$ cat src/design/sspq_pkg.sv
// shared constants and types for the stable sorted priority queue
// no dependencies
`timescale 1ns / 1ps

package sspq_pkg;

   // queue geometry
   localparam int DEPTH    = 32;
   localparam int HANDLE_W = 16;
   localparam int PRIO_W   = 32;
   localparam int ADDR_W   = $clog2(DEPTH);
   localparam int CNT_W    = $clog2(DEPTH + 1);
   localparam int ENTRY_W  = PRIO_W + HANDLE_W;

   // request operation codes
   localparam logic OP_PUSH = 1'b0;
   localparam logic OP_POP  = 1'b1;

   // controller states
   typedef enum logic [4:0] {
      ST_IDLE    = 5'b00001,
      ST_SEARCH  = 5'b00010,
      ST_COMPARE = 5'b00100,
      ST_SHIFT   = 5'b01000,
      ST_POP     = 5'b10000
   } state_type;

endpackage

$ cat src/design/sspq_ram.sv
// generic simple dual-port ram, one write and one registered read per cycle
// no dependencies
`timescale 1ns / 1ps

module sspq_ram #(
   parameter int WIDTH = 8,
   parameter int DEPTH = 16
) (
   input  logic                     clock,
   input  logic                     wr_en,
   input  logic [$clog2(DEPTH)-1:0] wr_addr,
   input  logic [WIDTH-1:0]         wr_data,
   input  logic [$clog2(DEPTH)-1:0] rd_addr,
   output logic [WIDTH-1:0]         rd_data
);

   logic [WIDTH-1:0] mem_ff [DEPTH];

   // write port
   always_ff @(posedge clock) begin
      if (wr_en) begin
         mem_ff[wr_addr] <= wr_data;
      end
   end

   // registered read port
   always_ff @(posedge clock) begin
      rd_data <= mem_ff[rd_addr];
   end

endmodule

$ cat src/design/stable_sorted_priority_queue_top.sv
// top level: controller for the stable sorted priority queue around one entry ram
// depends on sspq_pkg and sspq_ram
`timescale 1ns / 1ps

// A beat is taken when start is high and busy is low; each beat yields one
// result, shown for one cycle with rsp_valid high, and the receiver cannot
// stall it. Entries live in a circular buffer in one ram, so a pop is one
// ram read of the head. A push does a binary search over the held entries,
// each probe a ram read followed by a compare, then moves the entries behind
// the insert point up by one at one entry per cycle through the single write
// port, and writes the new entry into the gap. A rejected push or a pop on
// an empty queue is answered straight from idle.
// No clearing pass after reset: only held entries are ever read.
module stable_sorted_priority_queue_top
   import sspq_pkg::*;
(
   input  logic                clock,
   input  logic                reset,
   input  logic                start,
   output logic                busy,
   input  logic                req_op,
   input  logic [HANDLE_W-1:0] req_message_handle,
   input  logic [PRIO_W-1:0]   req_priority_req,
   output logic                rsp_valid,
   output logic                rsp_ok,
   output logic [HANDLE_W-1:0] rsp_popped_handle,
   output logic [CNT_W-1:0]    rsp_entry_count
);

   // logical index to ram address, wrapping at DEPTH
   function automatic logic [ADDR_W-1:0] phys(input logic [ADDR_W-1:0] base,
                                              input logic [CNT_W-1:0]  idx);
      logic [CNT_W:0] sum;
      sum = (CNT_W+1)'(base) + (CNT_W+1)'(idx);
      if (sum >= (CNT_W+1)'(DEPTH)) begin
         sum = sum - (CNT_W+1)'(DEPTH);
      end
      return sum[ADDR_W-1:0];
   endfunction

   state_type            state_ff, state_in;
   logic [ADDR_W-1:0]    head_ff, head_in;
   logic [CNT_W-1:0]     count_ff, count_in;
   logic [CNT_W-1:0]     lo_ff, lo_in;
   logic [CNT_W-1:0]     hi_ff, hi_in;
   logic [CNT_W-1:0]     mid_ff, mid_in;
   logic [CNT_W-1:0]     j_ff, j_in;
   logic                 pend_ff, pend_in;
   logic [ADDR_W-1:0]    pend_addr_ff, pend_addr_in;
   logic [PRIO_W-1:0]    prio_ff, prio_in;
   logic [HANDLE_W-1:0]  handle_ff, handle_in;

   logic                 valid_ff, valid_in;
   logic                 ok_ff, ok_in;
   logic [HANDLE_W-1:0]  popped_ff, popped_in;
   logic [CNT_W-1:0]     cnt_out_ff, cnt_out_in;

   logic                 wr_en;
   logic [ADDR_W-1:0]    wr_addr;
   logic [ENTRY_W-1:0]   wr_data;
   logic [ADDR_W-1:0]    rd_addr;
   logic [ENTRY_W-1:0]   rd_data;
   logic [CNT_W:0]       mid_sum;
   logic signed [PRIO_W-1:0] rd_prio;

   assign rd_prio = $signed(rd_data[ENTRY_W-1:HANDLE_W]);
   assign mid_sum = (CNT_W+1)'(lo_ff) + (CNT_W+1)'(hi_ff);

   // entry store: {priority, handle}
   sspq_ram #(
      .WIDTH (ENTRY_W),
      .DEPTH (DEPTH)
   ) u_entry_ram (
      .clock   (clock),
      .wr_en   (wr_en),
      .wr_addr (wr_addr),
      .wr_data (wr_data),
      .rd_addr (rd_addr),
      .rd_data (rd_data)
   );

   // controller next state
   always_comb begin
      state_in     = state_ff;
      head_in      = head_ff;
      count_in     = count_ff;
      lo_in        = lo_ff;
      hi_in        = hi_ff;
      mid_in       = mid_ff;
      j_in         = j_ff;
      pend_in      = pend_ff;
      pend_addr_in = pend_addr_ff;
      prio_in      = prio_ff;
      handle_in    = handle_ff;
      valid_in     = 1'b0;
      ok_in        = ok_ff;
      popped_in    = popped_ff;
      cnt_out_in   = cnt_out_ff;
      wr_en        = 1'b0;
      wr_addr      = pend_addr_ff;
      wr_data      = rd_data;
      rd_addr      = head_ff;

      unique case (state_ff)
         ST_IDLE: begin
            prio_in   = req_priority_req;
            handle_in = req_message_handle;
            if (start) begin
               priority if (req_op == OP_POP) begin
                  if (count_ff == '0) begin
                     valid_in   = 1'b1;
                     ok_in      = 1'b0;
                     popped_in  = '0;
                     cnt_out_in = count_ff;
                  end else begin
                     // head read issued now, data next cycle
                     state_in = ST_POP;
                  end
               end else if (req_message_handle == '0 ||
                            count_ff == CNT_W'(DEPTH)) begin
                  valid_in   = 1'b1;
                  ok_in      = 1'b0;
                  popped_in  = '0;
                  cnt_out_in = count_ff;
               end else begin
                  lo_in    = '0;
                  hi_in    = count_ff;
                  state_in = ST_SEARCH;
               end
            end
         end

         // binary search for the first entry with lower priority
         ST_SEARCH: begin
            if (lo_ff == hi_ff) begin
               j_in     = count_ff;
               pend_in  = 1'b0;
               state_in = ST_SHIFT;
            end else begin
               mid_in   = mid_sum[CNT_W:1];
               rd_addr  = phys(head_ff, mid_sum[CNT_W:1]);
               state_in = ST_COMPARE;
            end
         end

         ST_COMPARE: begin
            if (rd_prio >= $signed(prio_ff)) begin
               lo_in = mid_ff + CNT_W'(1);
            end else begin
               hi_in = mid_ff;
            end
            state_in = ST_SEARCH;
         end

         // move tail entries up by one: read each entry, then write it one slot up in the next cycle
         ST_SHIFT: begin
            if (pend_ff) begin
               wr_en   = 1'b1;
               wr_addr = pend_addr_ff;
               wr_data = rd_data;
            end
            if (j_ff != lo_ff) begin
               rd_addr      = phys(head_ff, j_ff - CNT_W'(1));
               pend_in      = 1'b1;
               pend_addr_in = phys(head_ff, j_ff);
               j_in         = j_ff - CNT_W'(1);
            end else if (pend_ff) begin
               pend_in = 1'b0;
            end else begin
               // drop the new entry into the gap
               wr_en      = 1'b1;
               wr_addr    = phys(head_ff, lo_ff);
               wr_data    = {prio_ff, handle_ff};
               count_in   = count_ff + CNT_W'(1);
               valid_in   = 1'b1;
               ok_in      = 1'b1;
               popped_in  = '0;
               cnt_out_in = count_ff + CNT_W'(1);
               state_in   = ST_IDLE;
            end
         end

         // head data is back from the ram
         ST_POP: begin
            head_in    = phys(head_ff, CNT_W'(1));
            count_in   = count_ff - CNT_W'(1);
            valid_in   = 1'b1;
            ok_in      = 1'b1;
            popped_in  = rd_data[HANDLE_W-1:0];
            cnt_out_in = count_ff - CNT_W'(1);
            state_in   = ST_IDLE;
         end

         default: begin
            state_in = ST_IDLE;
         end
      endcase
   end

   // control registers
   always_ff @(posedge clock) begin
      if (reset) begin
         state_ff <= ST_IDLE;
         head_ff  <= '0;
         count_ff <= '0;
         pend_ff  <= 1'b0;
         valid_ff <= 1'b0;
      end else begin
         state_ff <= state_in;
         head_ff  <= head_in;
         count_ff <= count_in;
         pend_ff  <= pend_in;
         valid_ff <= valid_in;
      end
   end

   // working and result payload registers
   always_ff @(posedge clock) begin
      lo_ff        <= lo_in;
      hi_ff        <= hi_in;
      mid_ff       <= mid_in;
      j_ff         <= j_in;
      pend_addr_ff <= pend_addr_in;
      prio_ff      <= prio_in;
      handle_ff    <= handle_in;
      ok_ff        <= ok_in;
      popped_ff    <= popped_in;
      cnt_out_ff   <= cnt_out_in;
   end

   assign busy              = (state_ff != ST_IDLE);
   assign rsp_valid         = valid_ff;
   assign rsp_ok            = ok_ff;
   assign rsp_popped_handle = popped_ff;
   assign rsp_entry_count   = cnt_out_ff;

endmodule
$ cat config.mk
export PLATFORM = sky130hd
export DESIGN_NAME = stable_sorted_priority_queue_top
export DESIGN_NICKNAME = d
export VERILOG_FILES = /design/src/design/sspq_pkg.sv /design/src/design/sspq_ram.sv /design/src/design/stable_sorted_priority_queue_top.sv
export SDC_FILE = /design/constraint.sdc
export NUM_CORES = 2
export LEC_CHECK = 0
export BUFFER_PORTS_ARGS = -buffer_cell sky130_fd_sc_hd__buf_2
export CAP_MARGIN = 10
export CORE_MARGIN = 3
export CORE_UTILIZATION = 50
export CTS_CLUSTER_SIZE = 24
export DETAILED_ROUTE_END_ITERATION = 8
export PLACE_DENSITY = 0.65
export SYNTH_ARGS = -nofsm -noshare
export SYNTH_HDL_FRONTEND = slang
export SYNTH_SLANG_ARGS = --single-unit
$ cat constraint.sdc
create_clock -name clock -period 18.2 [get_ports clock]
set_clock_uncertainty 0.15 [all_clocks]
set_input_delay 1.82 -clock clock [delete_from_list [all_inputs] [get_ports clock]]
set_output_delay 1.82 -clock clock [all_outputs]
set_load 0.01 [all_outputs]
# Word level (Yosys, flattened, before mapping)
# Memory sizes are Yosys's and may differ from the RTL's. A register that Yosys moved wholly into a read port is not among the register bits.
# Cells that the tools add are included.
[word_totals]
ff_bits = 118
mem_count = 1
input_bits = 52
mem_bits_rw = 1536
[mem_list]
columns = ["name", "words", "word_bits", "rd", "rd_ports_with_merged_regs", "write_ports", "line", "source"]
rows = [
  ["u_entry_ram.mem_ff", 32, 48, 1, 1, 1, "sspq_ram.sv:17", "logic [WIDTH-1:0] mem_ff [DEPTH];"],
]
[op_classes]
magnitude_cmp = 6
reduce_logical = 16
n_mux = 73
n_eq_ne = 22
n_bitwise = 1
add_sub_neg = 15
[op_table]
columns = ["op", "n"]
rows = [
  ["2-to-1 mux 48 bit", 3],
  ["2-to-1 mux 16 bit", 6],
  ["2-to-1 mux 6 bit", 16],
  ["2-to-1 mux 5 bit", 16],
  ["case mux 16 bit (3 select lines)", 1],
  ["case mux 6 bit (2 select lines)", 4],
  ["greater-or-equal comparator 32 bit", 1],
  ["adder 5 x 6 -> 7 bit", 4],
  ["greater-or-equal comparator 7 x 6 -> 1 bit, second input constant", 4],
  ["subtractor 5 x 1 -> 5 bit, second input constant", 5],
  ["2-to-1 mux 1 bit", 20],
  ["case mux 5 bit (4 select lines)", 1],
  ["!= test 2 bit, second input constant", 9],
  ["case mux 6 bit (3 select lines)", 1],
  ["logical NOT 16 bit", 1],
  ["AND reduction 5 bit", 3],
  ["adder 6 x 1 -> 6 bit, second input constant", 2],
  ["!= test 3 bit, second input constant", 4],
  ["subtractor 6 x 1 -> 6 bit, second input constant", 2],
  ["case mux 5 bit (2 select lines)", 1],
  ["adder 6 x 6 -> 7 bit", 1],
  ["adder 5 x 1 -> 6 bit, second input constant", 1],
  ["equality test 6 bit", 1],
  ["equality test 6 bit, second input constant", 1],
  ["other kinds (19)", 25],
]

# Logic depth before layout (Yosys ltp)
[logic_depth]
depth_word = 6
ltp_mapped = 18
ltp_nobuf = 15

# Hierarchy
# A second synthesis with hierarchy kept.
[unflattened]
hier_cells = 4015
area_unflattened_um2 = 67649.9
[modules_own_cells]
columns = ["module", "seq_area_each_um2", "area_each_um2", "cells_per_inst", "instances"]
rows = [
  ["sspq_ram", 47085.2, 60724.5, 3364, 1],
  ["stable_sorted_priority_queue_top", 3363.2, 6925.4, 651, 1],
]

# Worst setup path before layout
# Ideal clock, no wire load.
[synth_timing]
path_type = "register to register"
from = "register head_ff[1]"
to = "memory u_entry_ram.mem_ff[12][0] (netlist bit), enable pin"
setup_time_ns = 0.513
stages_incl_launch_ff = 12
synth_period_minus_slack_ns = 6.241
required_ns = 17.537
arrival_time_ns = 5.579
setup_slack_ns = 11.959
cell_sequence = "dfxtp_1 inv_1 fa_1 inv_1 a21o_1 a21oi_1 xnor2_1 nand2_1 o21ai_0 clkbuf_1 inv_1 nor3_1"
[synth_between]
elab_chain_len = 6
[synth_lines]
columns = ["item", "line", "source"]
rows = [
  ["from (decl)", "stable_sorted_priority_queue_top.sv:42", "logic [ADDR_W-1:0] head_ff, head_in;"],
  ["from (signal assigned)", "stable_sorted_priority_queue_top.sv:210", "head_ff <= head_in;"],
  ["adder 5 x 6 -> 7 bit (*)", "stable_sorted_priority_queue_top.sv:34", "sum = (CNT_W+1)'(base) + (CNT_W+1)'(idx);"],
  ["greater-or-equal comparator 7 x 6 -> 1 bit / subtractor 5 x 1 -> 5 bit (equally long branches)", "stable_sorted_priority_queue_top.sv:35, stable_sorted_priority_queue_top.sv:36", ""],
  ["2-to-1 mux 5 bit (*)", "stable_sorted_priority_queue_top.sv:35", "if (sum >= (CNT_W+1)'(DEPTH)) begin"],
  ["2-to-1 mux 5 bit (*)", "stable_sorted_priority_queue_top.sv:167", "end else if (pend_ff) begin"],
  ["2-to-1 mux 5 bit (*)", "stable_sorted_priority_queue_top.sv:162", "if (j_ff != lo_ff) begin"],
  ["2-to-1 mux 5 bit (*)", "stable_sorted_priority_queue_top.sv:104", "unique case (state_ff)"],
  ["to (decl)", "sspq_ram.sv:17", ""],
]
# Mark *: on every way between the ends. The rest lies on a longest branch, timed or not.

# Worst setup path in the final report
[layout_timing]
from = "register state_ff[3]"
to = "register u_entry_ram.rd_data[1] (read register of u_entry_ram.mem_ff)"
[layout_between]
elab_chain_len = 2
[layout_lines]
columns = ["item", "line", "source"]
rows = [
  ["from (decl)", "stable_sorted_priority_queue_top.sv:41", "state_type state_ff, state_in;"],
  ["from (signal assigned)", "stable_sorted_priority_queue_top.sv:209", "state_ff <= state_in;"],
  ["equality test 5 x 4 -> 1 bit / equality test 5 x 2 -> 1 bit (equally long branches)", "stable_sorted_priority_queue_top.sv:104", ""],
  ["case mux 5 bit (2 select lines) (*)", "stable_sorted_priority_queue_top.sv:104", ""],
  ["to (decl)", "sspq_ram.sv:14", "output logic [WIDTH-1:0] rd_data"],
]
# Marked as above.
# A chain may end at the register's enable or synchronous reset.

==> flow_summary.yaml <==
timing:
  unrepaired_setup_endpoints_after_global_routing: "false"
  worst_pin_slew_ns: 1.29
  period_share: 0.367
  finalSetupViolCount: 0
  maxClockFrequency_mhz: 150
  slew_viol_final: 0
  timing.final.hold_violations: 0
  final.min_clock_period_ns: 6.68
  finalSetupTns_ns: 0
  worst_slew_margin_rel: 0.141
  timing.hold.ws_ns: 0.383
routing:
  antenna_violating_nets_post_route: 0
  total_via_count_in_the_routed_design: 43300
  number_of_iterations_in_the_first_detailed_routing_pass: 8
  drt-vias-per-instance: 6.59
  detail_route.wl_per_cell_um: 31.2
  totalWireLength_um: 205000
  route.detailed.drc: 0
  initial_drc_count: 6444
clock_tree:
  h_tree_levels: 4
  ctsLongestPathBuffers: 3
  cts-hold-fix-buffers: 0
  cts_resized: 0
  clock_tree.root_cell: "clkbuf_16"
  cts_tree: "yes"
  clk_pin_slew_worst_paths_ns: 0.06
  post_cts.repair.setup_buffers: 0
  numCtsBuffers: 173
  clock_insertion_delay_worst_skew_ns: 0.79
  clk_sink_count: 1702
synth:
  share_of_synthesized_area_spent_on_multiplexers: 0.0308
  synth_cell_type_count: 67
  async_flop_share: 0
  synth.ff_latch_count: 1702
  synth_flop_cell: "edfxtp_1"
  yosys.area_share.adder: 0.0123
  synth_edf_count: 1636
  syn_inst: 4644
  dominant_combinational_cell_family_by_area_after_synthesis: "compound AO/OA/AOI/OAI gates"
  synth.cell_area_um2: 68200
  synthSimpleGateAreaFrac: 0.0845
  post_synth_xor_area_fraction: 0.00565
  synth_compound_gate_area_share: 0.102
  synth-warning-count: 0
  synth_area_per_cell_um2: 14.7
  synth_fp_nets: 4760
  synth_sequential_area_ratio: 0.740
global_routing:
  globalRouteOverflowTotal: 0
  grt_pass1_wl_um: 295000
  number_of_antenna_violations_at_the_first_check_in_global_routing: 0
  via_count_of_the_first_global_routing_pass: 41400
  grt_util_all_layers: 0.288
  grt_start_max_net_pins: 152
cells_and_area:
  fill_cells: 10500
  fin_cells: 6578
  synthToLayoutAreaGrowth_pct: 11.5
  sequential_cell_area_um2: 50400
  multi_input_area_um2: 16400
  total_number_of_nets_in_the_final_design: 4783
  final_layout_size_suffix_gt1_frac: 0.111
  antennaDiodeCount: 0
  postLayoutCoreUtil: 0.565
critical_path:
  worst_ep_required_time_ns: 18.77
  cp_top_family: "buffers and inverters"
  critical-path-max-stage-delay_ns: 0.97
  worst_path_max_fanout: 52
  critPathKind: "reg2reg"
  critical_path.endpoint_type: "flop"
  critPathMostFrequentCell: "buf_4"
  timing.critical_path.cells: "or3b_1, nor3_2, o21ai_0, inv_2, a221oi_4, buf_4, nor2_4, buf_4, buf_4, a221o_1, o21ai_1, o32a_1, nand3_1"
  cp.arrival_ns: 7.24
  timing.critical_path.slowest_stage_cell: "buf_4"
  critical_path.startpoint_type: "flop"
  cp_num_buf_inv: 4
floorplanning:
  placement_rows: 134
  pin_count: 77
  die_area_um2: 141000
  floorplan.core_area_um2: 134000
  floorplan.die.height_um: 375
  horizontal_extent_of_the_die_um: 375
  start_util: 0.507
placement:
  placement.io_buffers: 76
  dpl.hpwl_um: 98900
  numPlacedInstances: 6260
  final_weighted_congestion_in_routability_driven_placement: 0.857
worst_hold_path:
  hold_path_class: "reg2reg"
power_and_ir_drop:
  power.leakage_nw: 24.3
  ir_drop_mv: 0.0725
  pwr_density_cell_nw_per_um2: 111
  finalPower_mw: 8.42
run:
  maxCapViolations: 0
run_status:
  status: "complete, no violations"
-- Yosys cell counts (18+ instances only) --
cell type | number | area, um^2
o21ai_0 | 116 | 581
o31ai_1 | 47 | 353
o2111ai_1 | 49 | 429
a221o_1 | 50 | 500
o22ai_1 | 52 | 325
nor2_1 | 109 | 409
xnor2_1 | 26 | 228
dfxtp_1 | 66 | 1320
or3_1 | 51 | 319
a221oi_1 | 142 | 1240
a21o_1 | 62 | 465
buf_2 | 95 | 475
nor3_1 | 122 | 611
edfxtp_1 | 1636 | 49100
nand3_1 | 297 | 1490
a32oi_1 | 48 | 420
and2_1 | 22 | 138
clkbuf_1 | 167 | 627
o32a_1 | 46 | 460
o21ai_1 | 97 | 485
nand2_1 | 633 | 2380
buf_1 | 35 | 131
inv_1 | 54 | 203
mux2i_1 | 149 | 1490
a211oi_1 | 49 | 368
xor2_1 | 18 | 158
mux2_2 | 54 | 608
o311ai_0 | 45 | 394
ha_1 | 59 | 738
a21oi_1 | 133 | 666
-- sequential cells by signal (all words and copies together), names as in the netlist, 16 cells and up --
register             count
u_entry_ram.rd_data     48
handle_ff               16
u_entry_ram.mem_ff    1536
rsp_popped_handle       16
prio_ff                 32
-- worst register-to-register path: cells and delay by family (launching register included) --
kind                   cells  cell delay (ns)
AO/OA/AOI/OAI              5             1.31
buffers and inverters      4             2.46
flip-flops                 1             0.41
AND/OR/NAND/NOR            4             2.29
-- area by class of cell --
type / instances / share of cell area
inverters: 55 / 0.00273
repair buffers: 169 / 0.0148
clock inverters: 69 / 0.00854
multi-input cells: 2566 / 0.216
flip-flops and latches: 1702 / 0.664
clock buffers: 249 / 0.0652
well taps: 1768 / 0.0291
-- report_power, final --
group          internal, mW  switching [mW]  leakage, nW
combinational         0.112           0.342         6.24
sequential             4.41          0.0407         15.3
clock                  2.04            1.47         2.75
total                  6.57            1.86         24.3
-- final timing paths --
| check | start | endpoint | slack [ns] | cells past startpoint |
|---|---|---|---|---|
| worst max-delay path | state_ff[3] | u_entry_ram.rd_data[1] | 11.52 | 13 |
| worst min-delay path | pend_ff | pend_ff | 0.38 | 2 |
| worst max register to register | state_ff[3] | u_entry_ram.rd_data[1] | 11.52 | 13 |
| worst min register to register | pend_ff | pend_ff | 0.38 | 2 |
-- cells in the final DEF (no fill, tap or decap), types with 62 or more instances in the layout --
cell	n
edfxtp_1	1636
nor3_1	106
a221oi_1	141
mux2i_1	149
nor2_1	94
nand2_1	628
a21o_1	62
a21oi_1	132
o21ai_0	114
o21ai_1	98
buf_4	89
nand3_1	296
buf_2	76
clkbuf_16	179
dfxtp_1	66
-- routing by layer --
metal	part of all wire	track usage	vias up
li1	-	-	18200
met1	0.39	0.404	21900
met2	0.47	0.454	2808
met3	0.11	0.0544	411
met4	0.032	0.0967	0
met5	0	0	-
-- metrics by stage --
stage / area (um^2) / worst slack (ns)
floorplan: 68200 / 11.96
global placement: 70400 / 11.82
detailed placement: 70400 / 11.75
CTS: 76000 / 11.69
global route: 76000 / 11.33
finish: 76000 / 11.52
-- logic make-up (layout without fill, tap and decap cells) --
logic type,after synthesis,in the layout
compound gates,963,963
flops,1702,1702
xor+xnor,44,44
simple gates,1292,1292
mux,203,203
fa+ha+maj,64,64
buf+inv,376,542
(Power assumes the default switching activity.)
